===== config.mk =====
export PLATFORM = sky130hd
export DESIGN_NAME = hex_range_line_totalizer
export DESIGN_NICKNAME = d
export VERILOG_FILES = /design/src/hw/rtl/hrlt_pkg.sv /design/src/hw/rtl/hrlt_front.sv /design/src/hw/rtl/hrlt_queue.sv /design/src/hw/rtl/hrlt_scan.sv /design/src/hw/rtl/hrlt_accum.sv /design/src/hw/rtl/hex_range_line_totalizer.sv
export SDC_FILE = /design/constraint.sdc
export NUM_CORES = 1
export LEC_CHECK = 0
export BUFFER_PORTS_ARGS = -buffer_cell sky130_fd_sc_hd__buf_2
export CORE_MARGIN = 2
export CORE_UTILIZATION = 48
export DETAILED_ROUTE_END_ITERATION = 8
export PLACE_DENSITY = 0.68
export RECOVER_POWER = 50
export SYNTH_ARGS = -nofsm -noshare
export SYNTH_HDL_FRONTEND = slang
export SYNTH_HIERARCHICAL = 1
export SYNTH_SLANG_ARGS = --single-unit

===== constraint.sdc =====
create_clock -name clk -period 5.11 [get_ports clk]
set_input_delay 1.022 -clock clk [delete_from_list [all_inputs] [get_ports clk]]
set_output_delay 1.022 -clock clk [all_outputs]
set_load 0.02 [all_outputs]

===== src/hw/rtl/hrlt_pkg.sv =====
// Package for the hex range line totalizer.
// Holds the byte token, the region event and the scanner phase types.
// Used by every module of the block; depends on nothing.
package hrlt_pkg;

  // Character codes the scanner reacts to.
  localparam logic [7:0] CHAR_DASH    = 8'h2D;
  localparam logic [7:0] CHAR_NEWLINE = 8'h0A;
  localparam logic [7:0] CHAR_NUL     = 8'h00;
  localparam logic [7:0] CHAR_ZERO    = 8'h30;
  localparam logic [7:0] CHAR_NINE    = 8'h39;
  localparam logic [7:0] CHAR_LOW_A   = 8'h61;
  localparam logic [7:0] CHAR_LOW_F   = 8'h66;

  // Width of the hex values and of the running total.
  localparam int unsigned VAL_W = 64;
  // Right shift that turns bytes into kilobytes.
  localparam int unsigned KB_SHIFT = 10;
  // Width of the region count port.
  localparam int unsigned CNT_OUT_W = 16;

  // Depth of the queue between classifier and scanner.
  localparam int unsigned QDEPTH = 4;
  localparam int unsigned QPTR_W = $clog2(QDEPTH);
  localparam int unsigned QCNT_W = $clog2(QDEPTH + 1);

  // One classified input word.
  typedef struct packed {
    logic       is_digit;
    logic [3:0] digit;
    logic       is_dash;
    logic       is_newline;
    logic       is_nul;
    logic       last;
  } token_t;

  // One word from the scanner to the accumulator.
  typedef struct packed {
    logic             close;
    logic             last;
    logic [VAL_W-1:0] start_val;
    logic [VAL_W-1:0] end_val;
  } region_ev_t;

  // Scanner phase, one-hot.
  typedef enum logic [2:0] {
    PH_START = 3'b001,
    PH_END   = 3'b010,
    PH_SKIP  = 3'b100
  } phase_t;

endpackage


===== src/hw/rtl/hrlt_front.sv =====
// Front end of the hex range line totalizer.
// Classifies each incoming byte into a token for the queue.
// Depends on hrlt_pkg.
module hrlt_front (
  input  logic            in_valid,
  output logic            in_stall,
  input  logic [7:0]      in_data_byte,
  input  logic            in_last_byte,
  input  logic            q_full,
  output logic            q_push,
  output hrlt_pkg::token_t q_tok
);

  logic dec_digit;
  logic hex_letter;

  // Hex digit detection: 0-9 and lowercase a-f only.
  assign dec_digit  = (in_data_byte >= hrlt_pkg::CHAR_ZERO) &&
                      (in_data_byte <= hrlt_pkg::CHAR_NINE);
  assign hex_letter = (in_data_byte >= hrlt_pkg::CHAR_LOW_A) &&
                      (in_data_byte <= hrlt_pkg::CHAR_LOW_F);

  // Build the token from the byte.
  always_comb begin
    q_tok.is_digit   = dec_digit || hex_letter;
    q_tok.digit      = dec_digit ? in_data_byte[3:0] : (in_data_byte[3:0] + 4'd9);
    q_tok.is_dash    = (in_data_byte == hrlt_pkg::CHAR_DASH);
    q_tok.is_newline = (in_data_byte == hrlt_pkg::CHAR_NEWLINE);
    q_tok.is_nul     = (in_data_byte == hrlt_pkg::CHAR_NUL);
    q_tok.last       = in_last_byte;
  end

  // A word is taken whenever the queue has room.
  assign in_stall = q_full;
  assign q_push   = in_valid && !q_full;

endmodule


===== src/hw/rtl/hrlt_queue.sv =====
// Token queue between the classifier and the scanner.
// Small register FIFO with a registered occupancy count.
// Depends on hrlt_pkg.
module hrlt_queue (
  input  logic             clk,
  input  logic             rst_n,
  input  logic             push,
  input  hrlt_pkg::token_t push_tok,
  output logic             full,
  input  logic             pop,
  output logic             head_valid,
  output hrlt_pkg::token_t head_tok
);

  hrlt_pkg::token_t                  slot_r [hrlt_pkg::QDEPTH];
  logic [hrlt_pkg::QPTR_W-1:0]       wr_ptr_r, wr_ptr_nxt;
  logic [hrlt_pkg::QPTR_W-1:0]       rd_ptr_r, rd_ptr_nxt;
  logic [hrlt_pkg::QCNT_W-1:0]       cnt_r, cnt_nxt;

  assign full       = (cnt_r == hrlt_pkg::QCNT_W'(hrlt_pkg::QDEPTH));
  assign head_valid = (cnt_r != '0);
  assign head_tok   = slot_r[rd_ptr_r];

  // Pointer and count update.
  always_comb begin
    wr_ptr_nxt = push ? wr_ptr_r + 1'b1 : wr_ptr_r;
    rd_ptr_nxt = pop  ? rd_ptr_r + 1'b1 : rd_ptr_r;
    cnt_nxt    = cnt_r;
    if (push && !pop) begin
      cnt_nxt = cnt_r + 1'b1;
    end else if (pop && !push) begin
      cnt_nxt = cnt_r - 1'b1;
    end
  end

  always_ff @(posedge clk) begin
    if (!rst_n) begin
      wr_ptr_r <= '0;
      rd_ptr_r <= '0;
      cnt_r    <= '0;
    end else begin
      wr_ptr_r <= wr_ptr_nxt;
      rd_ptr_r <= rd_ptr_nxt;
      cnt_r    <= cnt_nxt;
    end
  end

  // Storage needs no reset.
  always_ff @(posedge clk) begin
    if (push) begin
      slot_r[wr_ptr_r] <= push_tok;
    end
  end

endmodule


===== src/hw/rtl/hrlt_scan.sv =====
// Line scanner of the hex range line totalizer.
// Parses start-dash-end per line and emits region events.
// Depends on hrlt_pkg.
module hrlt_scan (
  input  logic                 clk,
  input  logic                 rst_n,
  input  logic                 tok_valid,
  input  hrlt_pkg::token_t     tok,
  output logic                 tok_pop,
  output logic                 ev_valid,
  output hrlt_pkg::region_ev_t ev,
  input  logic                 ev_ready
);

  hrlt_pkg::phase_t                phase_r, phase_nxt;
  logic [hrlt_pkg::VAL_W-1:0]      start_r, start_nxt;
  logic [hrlt_pkg::VAL_W-1:0]      end_r, end_nxt;
  logic                            stopped_r, stopped_nxt;
  logic                            ev_valid_r, ev_valid_nxt;
  hrlt_pkg::region_ev_t            ev_r, ev_nxt;
  hrlt_pkg::phase_t                ph;
  logic [hrlt_pkg::VAL_W-1:0]      sv;
  logic [hrlt_pkg::VAL_W-1:0]      evl;
  logic                            stp;
  logic                            line_done;
  logic                            scan_close;
  logic                            last_close;
  logic                            s_ready;

  assign s_ready  = !ev_valid_r || ev_ready;
  assign tok_pop  = tok_valid && s_ready;
  assign ev_valid = ev_valid_r;
  assign ev       = ev_r;

  // Per-byte parse step.
  always_comb begin
    ph         = phase_r;
    sv         = start_r;
    evl        = end_r;
    stp        = stopped_r;
    line_done  = 1'b0;
    scan_close = 1'b0;
    if (!stopped_r) begin
      unique case (phase_r)
        hrlt_pkg::PH_START: begin
          if (tok.is_digit) begin
            sv = {start_r[hrlt_pkg::VAL_W-5:0], tok.digit};
          end else if (tok.is_dash) begin
            ph  = hrlt_pkg::PH_END;
            evl = '0;
          end else begin
            line_done = 1'b1;
          end
        end
        hrlt_pkg::PH_END: begin
          if (tok.is_digit) begin
            evl = {end_r[hrlt_pkg::VAL_W-5:0], tok.digit};
          end else begin
            scan_close = 1'b1;
            line_done  = 1'b1;
          end
        end
        default: begin
          if (tok.is_newline || tok.is_nul) begin
            line_done = 1'b1;
          end
        end
      endcase
    end
    // End of the useful part of a line.
    if (line_done) begin
      if (tok.is_newline) begin
        ph  = hrlt_pkg::PH_START;
        sv  = '0;
        evl = '0;
      end else if (tok.is_nul) begin
        stp = 1'b1;
      end else begin
        ph = hrlt_pkg::PH_SKIP;
      end
    end
    // An open end run is closed by the end of the stream.
    last_close = tok.last && !stp && (ph == hrlt_pkg::PH_END);
  end

  // State and event register update.
  always_comb begin
    phase_nxt    = phase_r;
    start_nxt    = start_r;
    end_nxt      = end_r;
    stopped_nxt  = stopped_r;
    ev_valid_nxt = ev_valid_r;
    ev_nxt       = ev_r;
    if (s_ready) begin
      ev_valid_nxt = 1'b0;
    end
    if (tok_pop) begin
      ev_valid_nxt     = scan_close || last_close || tok.last;
      ev_nxt.close     = scan_close || last_close;
      ev_nxt.last      = tok.last;
      ev_nxt.start_val = scan_close ? start_r : sv;
      ev_nxt.end_val   = scan_close ? end_r : evl;
      if (tok.last) begin
        phase_nxt   = hrlt_pkg::PH_START;
        start_nxt   = '0;
        end_nxt     = '0;
        stopped_nxt = 1'b0;
      end else begin
        phase_nxt   = ph;
        start_nxt   = sv;
        end_nxt     = evl;
        stopped_nxt = stp;
      end
    end
  end

  always_ff @(posedge clk) begin
    if (!rst_n) begin
      phase_r    <= hrlt_pkg::PH_START;
      start_r    <= '0;
      end_r      <= '0;
      stopped_r  <= 1'b0;
      ev_valid_r <= 1'b0;
    end else begin
      phase_r    <= phase_nxt;
      start_r    <= start_nxt;
      end_r      <= end_nxt;
      stopped_r  <= stopped_nxt;
      ev_valid_r <= ev_valid_nxt;
    end
  end

  // Event payload needs no reset.
  always_ff @(posedge clk) begin
    ev_r <= ev_nxt;
  end

endmodule


===== src/hw/rtl/hrlt_accum.sv =====
// Back end of the hex range line totalizer.
// Takes region differences, keeps the running totals and holds the result word.
// Depends on hrlt_pkg.
module hrlt_accum #(
  parameter int unsigned COUNT_WIDTH = 16
) (
  input  logic                          clk,
  input  logic                          rst_n,
  input  logic                          ev_valid,
  input  hrlt_pkg::region_ev_t          ev,
  output logic                          ev_ready,
  output logic                          out_valid,
  input  logic                          out_stall,
  output logic [hrlt_pkg::VAL_W-1:0]    out_total_bytes,
  output logic [hrlt_pkg::VAL_W-hrlt_pkg::KB_SHIFT-1:0] out_total_kb,
  output logic [hrlt_pkg::CNT_OUT_W-1:0] out_region_count
);

  localparam logic [COUNT_WIDTH-1:0] CNT_CAP = '1;

  logic                            d_valid_r, d_valid_nxt;
  logic                            d_gt_r;
  logic                            d_last_r;
  logic [hrlt_pkg::VAL_W-1:0]      d_diff_r;
  logic [hrlt_pkg::VAL_W:0]        sub;
  logic                            gt;
  logic                            d_take;
  logic [hrlt_pkg::VAL_W-1:0]      total_r, total_nxt, total_sum;
  logic [COUNT_WIDTH-1:0]          cnt_r, cnt_nxt, cnt_sum;
  logic [COUNT_WIDTH+hrlt_pkg::CNT_OUT_W-1:0] cnt_ext;
  logic                            out_valid_r, out_valid_nxt;
  logic [hrlt_pkg::VAL_W-1:0]      out_total_r;
  logic [hrlt_pkg::CNT_OUT_W-1:0]  out_cnt_r;

  // Difference stage: end minus start, borrow tells the order.
  assign sub = {1'b0, ev.end_val} - {1'b0, ev.start_val};
  assign gt  = ev.close && !sub[hrlt_pkg::VAL_W] && (sub[hrlt_pkg::VAL_W-1:0] != '0);

  // A last word can only leave when the result register is free.
  assign d_take   = d_valid_r && !(d_last_r && out_valid_r && out_stall);
  assign ev_ready = !d_valid_r || d_take;

  always_comb begin
    d_valid_nxt = d_valid_r;
    if (ev_ready) begin
      d_valid_nxt = ev_valid;
    end
  end

  always_ff @(posedge clk) begin
    if (!rst_n) begin
      d_valid_r <= 1'b0;
    end else begin
      d_valid_r <= d_valid_nxt;
    end
  end

  always_ff @(posedge clk) begin
    if (ev_ready && ev_valid) begin
      d_gt_r   <= gt;
      d_last_r <= ev.last;
      d_diff_r <= sub[hrlt_pkg::VAL_W-1:0];
    end
  end

  // Accumulate stage with a saturating region count.
  assign total_sum = total_r + (d_gt_r ? d_diff_r : '0);
  assign cnt_sum   = (d_gt_r && (cnt_r != CNT_CAP)) ? cnt_r + 1'b1 : cnt_r;
  assign cnt_ext   = {{hrlt_pkg::CNT_OUT_W{1'b0}}, cnt_sum};

  always_comb begin
    total_nxt     = total_r;
    cnt_nxt       = cnt_r;
    out_valid_nxt = out_valid_r && out_stall;
    if (d_take) begin
      if (d_last_r) begin
        total_nxt     = '0;
        cnt_nxt       = '0;
        out_valid_nxt = 1'b1;
      end else begin
        total_nxt = total_sum;
        cnt_nxt   = cnt_sum;
      end
    end
  end

  always_ff @(posedge clk) begin
    if (!rst_n) begin
      total_r     <= '0;
      cnt_r       <= '0;
      out_valid_r <= 1'b0;
    end else begin
      total_r     <= total_nxt;
      cnt_r       <= cnt_nxt;
      out_valid_r <= out_valid_nxt;
    end
  end

  // Result word register.
  always_ff @(posedge clk) begin
    if (d_take && d_last_r) begin
      out_total_r <= total_sum;
      out_cnt_r   <= cnt_ext[hrlt_pkg::CNT_OUT_W-1:0];
    end
  end

  assign out_valid        = out_valid_r;
  assign out_total_bytes  = out_total_r;
  assign out_total_kb     = out_total_r[hrlt_pkg::VAL_W-1:hrlt_pkg::KB_SHIFT];
  assign out_region_count = out_cnt_r;

endmodule


===== src/hw/rtl/hex_range_line_totalizer.sv =====
// Hex range line totalizer, top level. Depends on hrlt_pkg and the hrlt modules.
// Throughput: one byte word per cycle while in_stall is low; out_stall can hold the stages and the queue.
// After the last byte is taken, the result word passes through the queue, the scanner
// register and the difference register, then reaches the result register.
// Reset (rst_n low, synchronous) clears the scan state, the totals and the queue.
module hex_range_line_totalizer #(
  parameter int unsigned COUNT_WIDTH = 16
) (
  input  logic        clk,
  input  logic        rst_n,
  input  logic        in_valid,
  output logic        in_stall,
  input  logic [7:0]  in_data_byte,
  input  logic        in_last_byte,
  output logic        out_valid,
  input  logic        out_stall,
  output logic [63:0] out_total_bytes,
  output logic [53:0] out_total_kb,
  output logic [15:0] out_region_count
);

  logic                 q_full;
  logic                 q_push;
  hrlt_pkg::token_t     q_tok;
  logic                 q_pop;
  logic                 head_valid;
  hrlt_pkg::token_t     head_tok;
  logic                 ev_valid;
  logic                 ev_ready;
  hrlt_pkg::region_ev_t ev;

  // Byte classification.
  hrlt_front u_front (
    .in_valid     (in_valid),
    .in_stall     (in_stall),
    .in_data_byte (in_data_byte),
    .in_last_byte (in_last_byte),
    .q_full       (q_full),
    .q_push       (q_push),
    .q_tok        (q_tok)
  );

  // Decoupling queue.
  hrlt_queue u_queue (
    .clk        (clk),
    .rst_n      (rst_n),
    .push       (q_push),
    .push_tok   (q_tok),
    .full       (q_full),
    .pop        (q_pop),
    .head_valid (head_valid),
    .head_tok   (head_tok)
  );

  // Line parsing.
  hrlt_scan u_scan (
    .clk       (clk),
    .rst_n     (rst_n),
    .tok_valid (head_valid),
    .tok       (head_tok),
    .tok_pop   (q_pop),
    .ev_valid  (ev_valid),
    .ev        (ev),
    .ev_ready  (ev_ready)
  );

  // Totals and result word.
  hrlt_accum #(
    .COUNT_WIDTH (COUNT_WIDTH)
  ) u_accum (
    .clk              (clk),
    .rst_n            (rst_n),
    .ev_valid         (ev_valid),
    .ev               (ev),
    .ev_ready         (ev_ready),
    .out_valid        (out_valid),
    .out_stall        (out_stall),
    .out_total_bytes  (out_total_bytes),
    .out_total_kb     (out_total_kb),
    .out_region_count (out_region_count)
  );

endmodule

## Word-level counts from Yosys, hierarchy flattened

Memory sizes are Yosys's and may differ from the RTL's. A register that Yosys moved wholly into a read port is not among the register bits.
Index checks and enable logic that the tools add are counted.
W data, S select, Z words.

- Add/sub/neg operators: 8
- $lt $le $gt $ge: 4
- Equal/unequal tests: 7
- Multiplexer cells: 51
- Reductions and logical operators: 36

Operators by type and width:

| kind | count |
|---|---|
| $mux W64 | 17 |
| $pmux W64 S2 | 1 |
| $sub A64 B64 Y65 | 1 |
| $add A64 B64 Y64 | 1 |
| $reduce_bool A64 Y1 | 1 |
| $mux W16 | 2 |
| $mux W3 | 10 |
| $logic_and A1 B1 Y1 | 17 |
| $mux W1 | 17 |
| $add A16 B1 Y16 const B | 1 |
| $ne A16 B16 Y1 const B | 1 |
| $eq A8 B4 Y1 const B | 1 |
| $eq A8 B6 Y1 const B | 1 |
| $ge A8 B6 Y1 const B | 1 |
| $ge A8 B7 Y1 const B | 1 |
| $le A8 B6 Y1 const B | 1 |
| $le A8 B7 Y1 const B | 1 |
| $logic_not A1 Y1 | 8 |
| $logic_not A8 Y1 | 1 |
| $eq A3 B2 Y1 const B | 2 |
| $logic_or A1 B1 Y1 | 6 |
| $add A2 B1 Y2 const B | 2 |
| $add A4 B4 Y4 const B | 1 |
| $mux W2 | 2 |
| other kinds (8) | 9 |

- Bits in registers: 498
- Bits in writable memories: 36
- Input port bits: 13
- Output and inout port bits: 136
- Memories: 1

Memories:

| name | depth | width | rd ports | clocked after memory_dff | wr ports | line | source |
|---|---|---|---|---|---|---|---|
| u_queue.slot_r | 4 | 9 | 1 | 1 | 1 | hrlt_queue.sv:15 | `hrlt_pkg::token_t slot_r [hrlt_pkg::QDEPTH];` |

## Longest topological paths before layout

- Depth in word-level cells: 12
- Depth in mapped cells: 17
- Gate-level depth less buffers: 15

## Hierarchy

The synthesis kept the hierarchy.

By module, submodules not included:

| module | instances | cells each | area an instance (um^2) | seq. area each (um^2) |
|---|---|---|---|---|
| hrlt_accum | 1 | 1894 | 16808.6 | 6025.8 |
| hrlt_scan | 1 | 625 | 9537.9 | 6566.3 |
| hrlt_queue | 1 | 90 | 1746.7 | 1261.2 |
| hrlt_front | 1 | 34 | 299.0 | 0.0 |

## Least setup slack after synthesis

OpenSTA, ideal clock, no wires.

- Path type: input-to-reg
- Start: in out_stall
- End: reg u_accum.out_cnt_r, in the netlist u_accum/out_region_count[0] (enable)
- Setup time: 0.521 ns
- Arrival: 4.822 ns
- Slack: -0.232 ns
- Cell stages on the path: 4
- Cells stage by stage: nand3_1 nand2_1 clkbuf_1 nor2_1

- Word-level cells in the longest chain between the ends: 4

RTL lines:

| what | line | source |
|---|---|---|
| from (decl) | hex_range_line_totalizer.sv:16 | `input logic out_stall,` |
| $logic_and A1 B1 Y1 | hrlt_accum.sv:40 | `assign d_take = d_valid_r && !(d_last_r && out_valid_r && out_stall);` |
| $logic_not A1 Y1 | hrlt_accum.sv:40 |  |
| $logic_and A1 B1 Y1 | hrlt_accum.sv:40 |  |
| $logic_and A1 B1 Y1 | hrlt_accum.sv:101 | `if (d_take && d_last_r) begin` |
| to (signal assigned) | hrlt_accum.sv:103 | `out_cnt_r <= cnt_ext[hrlt_pkg::CNT_OUT_W-1:0];` |
| to (decl) | hrlt_accum.sv:33 | `logic [hrlt_pkg::CNT_OUT_W-1:0] out_cnt_r;` |

Every way passes these cells.
A chain may end at the register's enable or synchronous reset.

## Worst setup path in the final report

- Start: reg u_scan.ev_r, in the netlist u_scan/ev[6]
- End: reg u_accum.d_gt_r (data pin)

- Word-level cells in the longest chain between the ends: 4
- Elaborated cells between the ends (all ways): 5
- Classes of those cells: add/sub (1); reduce/logical (4)

RTL lines:

| what | line | source |
|---|---|---|
| from (decl) | hrlt_scan.sv:20 | `hrlt_pkg::region_ev_t ev_r, ev_nxt;` |
| from (signal assigned) | hrlt_scan.sv:135 | `ev_r <= ev_nxt;` |
| $sub A64 B64 Y65 * | hrlt_accum.sv:36 | `assign sub = {1'b0, ev.end_val} - {1'b0, ev.start_val};` |
| branches (longest 2 deep; another with $reduce_bool A64 Y1) | - |  |
| $logic_and A1 B1 Y1 * | hrlt_accum.sv:37 | `assign gt = ev.close && !sub[hrlt_pkg::VAL_W] && (sub[hrlt_pkg::VAL_W-1:0] != '0);` |
| named net u_accum.gt | hrlt_accum.sv:26 | `logic gt;` |
| to (signal assigned) | hrlt_accum.sv:60 | `d_gt_r <= gt;` |
| to (decl) | hrlt_accum.sv:22 | `logic d_gt_r;` |

Mark *: on every way through the listed nets, which the timed path passes.

==> impl_metrics.py <==
metrics = {
    "cells_and_area": {
        "syn2layout_area_growth_pct": 8.51,
        "layout-drive-gt1-share_pct": 5.90,
        "n_antenna_cell": 0,
        "layout.cells.non_filler": 3500,
        "nets": 2834,
        "final_area_mm2": 0.0308,
    },
    "floorplan": {
        "dieArea_mm2": 0.0611,
        "core_area_mm2": 0.0588,
        "die_x_um": 247,
        "start_util_pct": 48.3,
        "chipHeight_um": 247,
        "placementRows": 89,
        "ioPinCount": 149,
    },
    "route": {
        "drtIter0Drc": 1447,
        "m1WireLength_mm": 32.3,
        "dr.pass1.iters": 7,
        "wire_per_inst_um": 19.0,
        "wl_met2_mm": 29.9,
        "via_per_inst": 5.86,
        "vias": 20513,
        "wl_met3_mm": 2.90,
        "topRoutingLayerUsed": "met4",
        "remaining_drc_errors": 0,
        "wl_mm": 66.6,
        "ant_nets": 0,
    },
    "grt": {
        "grt_pass1_wl_mm": 106,
        "grt_pass1_vias": 19601,
        "gr-total-overflow": 0,
        "grt_max_degree": 75,
        "grt_usage_pct": 21.4,
        "antenna_found_initial": 0,
    },
    "pwr": {
        "power_density_mw_per_mm2": 624,
        "irDropWorstVdd_uv": 779,
        "p_leak_nw": 11.7,
    },
    "cts": {
        "post_cts_buffers": 0,
        "cts_tree": "built",
        "postCtsHoldBufs": 0,
        "cts_buffers": 55,
        "cts.sinks": 536,
        "clk_path_buf_depth": 3,
        "root_buffer": "clkbuf_16",
        "ctsResizeCount": 0,
        "worstSkewPairLatency_ns": 0.63,
        "cts.clk_slew.worst_paths_ns": 0.06,
        "cts-htree-levels": 2,
    },
    "worst_setup_path": {
        "crit_path_max_incr_delay_ns": 0.53,
        "slowest_stage": "or4b_1",
        "cp-start-kind": "register",
        "worstReg2RegStart": "u_scan/ev[6]$_DFFE_PP_",
        "crit_type": "register to register",
        "r2r_slack_ns": 0.57,
        "worstPathArrival_ns": 4.89,
        "cp-startpoint": "u_scan/ev[6]$_DFFE_PP_",
        "rr_worst_depth": 13,
        "crit_chain": "ha_1 -> a211oi_1 -> nand2b_1 -> o211a_1 -> or3_1 -> a211oi_1 -> or4b_1 -> nor4_1 -> nand4_1 -> nor4_1 -> and4_1 -> and4_1 -> a31oi_1",
        "path_max_fanout": 8,
        "cp_data_required_time_ns": 5.46,
        "r2r-end": "u_accum/d_gt_r$_DFFE_PP_",
        "cp-end-kind": "register",
    },
    "timing": {
        "max_freq_ghz": 0.220,
        "rsz0062_at_grt": "no",
        "hold_violations": 0,
        "setup_viol_count_final": 0,
        "drv_slew": 269,
        "min_period_over_period_pct": 88.9,
        "finalSetupTns_ns": 0,
        "worstMarginPinSlew_ns": 3.28,
        "slew_headroom_pct": -118,
        "fin_worst_skew_ns": 0.0292,
        "fin_crit_ns": 4.54,
    },
    "yosys": {
        "synthesis.area_mm2": 0.0284,
        "ys_seq_elements": 536,
        "ys_warn_count": 6,
        "synth_area_per_cell_um2": 10.7,
        "synth_edf_count": 312,
        "synth_common_cells": "edfxtp_1 (312), a22o_1 (277), dfxtp_1 (224)",
        "seq_area_frac_synth_pct": 48.8,
        "yosys.cell_count.top_type": "edfxtp_1",
        "yosys.area.top_type_share_pct": 33.0,
        "synth_area_leaders": "edfxtp_1 (33%), dfxtp_1 (16%), a22o_1 (8.5%)",
        "postSynthCellCount": 2643,
        "synth.largest_area_cell": "edfxtp_1",
        "ys_dominant_reg_cell": "edfxtp_1",
        "syn_nets": 2797,
        "synth_cell_types": 93,
        "async_reset_ff_share_pct": 0,
    },
    "min_path": {
        "hold_class": "register to register",
        "min_path_cells": 0,
        "worstHoldStart": "u_scan/ev[128]$_DFFE_PP_",
        "min_delay_worst_endpoint": "u_accum/d_last_r$_DFFE_PP_",
    },
    "place": {
        "port_buffers": 148,
        "dp.cells": 3396,
        "detailed_place_hpwl_mm": 48.8,
        "place_area_mm2": 0.0292,
        "routabilityCongestion": 0.932,
    },
    "flow_run": {
        "max_cap_viol_count": 4,
    },
    "run_status": {
        "status": "finished, violations left",
        "violations": "max-capacitance violations, max-slew violations",
    },
}
report_power, final:
group / internal (W) / switching (W)
clock network: 0.00219 / 0.00171
logic: 0.00285 / 0.00618
registers: 0.00598 / 0.000335
total: 0.0110 / 0.00822
cells in the final DEF (no fill, tap or decap), types with 58 or more instances in the layout:
cell type / count
edfxtp_1: 312
a22o_1: 277
dfxtp_1: 224
a21oi_1: 183
clkbuf_1: 157
nand2_1: 146
ha_1: 138
inv_1: 118
o21ai_0: 118
nor2_1: 101
and2_1: 80
xnor2_1: 79
a21o_1: 58
cells by family (layout without fill, tap and decap cells):
| logic type | after synthesis | after routing | share of synthesized area [%] |
|---|---|---|---|
| muxes | 18 | 18 | 1.04 |
| DFF | 536 | 536 | 48.8 |
| xor gates and xnor gates | 131 | 131 | 4.04 |
| adders and majority gates | 141 | 141 | 6.29 |
| and+or+nand+nor | 617 | 617 | 11.7 |
| buffers and inverters | 311 | 395 | 5.44 |
| AOI/OAI and AO/OA | 889 | 889 | 22.7 |
through the flow:
| step | power (W) | utilization, % | hold slack [ns] | worst slack [ns] |
|---|---|---|---|---|
| global route | 0.0205 | 52.4 | 0.479 | 0.154 |
| CTS | 0.0192 | 52.8 | 0.465 | 0.619 |
| detailed placement | 0.0153 | 49.7 | 0.437 | 0.635 |
| floorplan | 0.0130 | - | 0.400 | 0.396 |
| finish | 0.0192 | 52.4 | 0.452 | 0.566 |
| global placement | 0.0152 | 49.7 | 0.437 | 0.674 |
worst max-delay path, delay by kind of cell, from the launching register on:
| kind | cells | cell delay (ns) |
|---|---|---|
| fa+ha+maj | 1 | 0.41 |
| simple gates | 8 | 2.43 |
| flops | 1 | 0.37 |
| compound gates | 4 | 1.05 |
how the worst max path moves through the flow:
stage / slack [ns] / endpoint
after floorplan: 0.40 / u_queue/cnt_r[2]$_SDFFE_PN0P_
after global placement: 0.67 / u_accum/d_gt_r$_DFFE_PP_
after detailed placement: 0.63 / u_accum/total_r[58]$_SDFFE_PN0P_
after CTS: 0.62 / u_accum/total_r[58]$_SDFFE_PN0P_
after global routing: 0.15 / u_accum/total_r[58]$_SDFFE_PN0P_
final: 0.57 / u_accum/d_gt_r$_DFFE_PP_
layer usage:
metal | vias to the layer above | track usage [%]
met2 | 531 | 33.6
met5 | - | 0
met1 | 9875 | 31.3
met3 | 99 | 2.41
li1 | 10008 | -
met4 | 0 | 5.99
layout make-up:
| cell class | instances | area (um^2) |
|---|---|---|
| fillers | 5243 | 28000 |
| flip-flops and latches | 536 | 13900 |
| clock inverters | 25 | 211 |
| inverters | 120 | 452 |
| well taps | 773 | 967 |
| repair buffers | 171 | 719 |
| multi-input cells | 1796 | 13000 |
| clock buffers | 79 | 1590 |
sequential cells by signal (all words and copies together), names as in the netlist, named ones only:
| register | flops |
|---|---|
| u_queue/slot_r | 36 |
| u_scan/end_r | 64 |
| u_accum/d_last_r | 1 |
| u_accum/d_valid_r | 1 |
| u_accum/out_region_count | 16 |
| u_queue/wr_ptr_r | 2 |
| u_scan/ev | 130 |
| u_scan/phase_r | 3 |
| u_accum/cnt_r | 16 |
| u_queue/cnt_r | 3 |
| u_scan/ev_valid | 1 |
| u_queue/rd_ptr_r | 2 |
| u_scan/stopped_r | 1 |
| u_accum/total_r | 64 |
| u_scan/start_r | 64 |
| u_accum/out_total_bytes | 64 |
| u_accum/d_diff_r | 64 |
| u_accum/d_gt_r | 1 |
| u_accum/out_valid | 1 |
(Power assumes the default switching activity.)
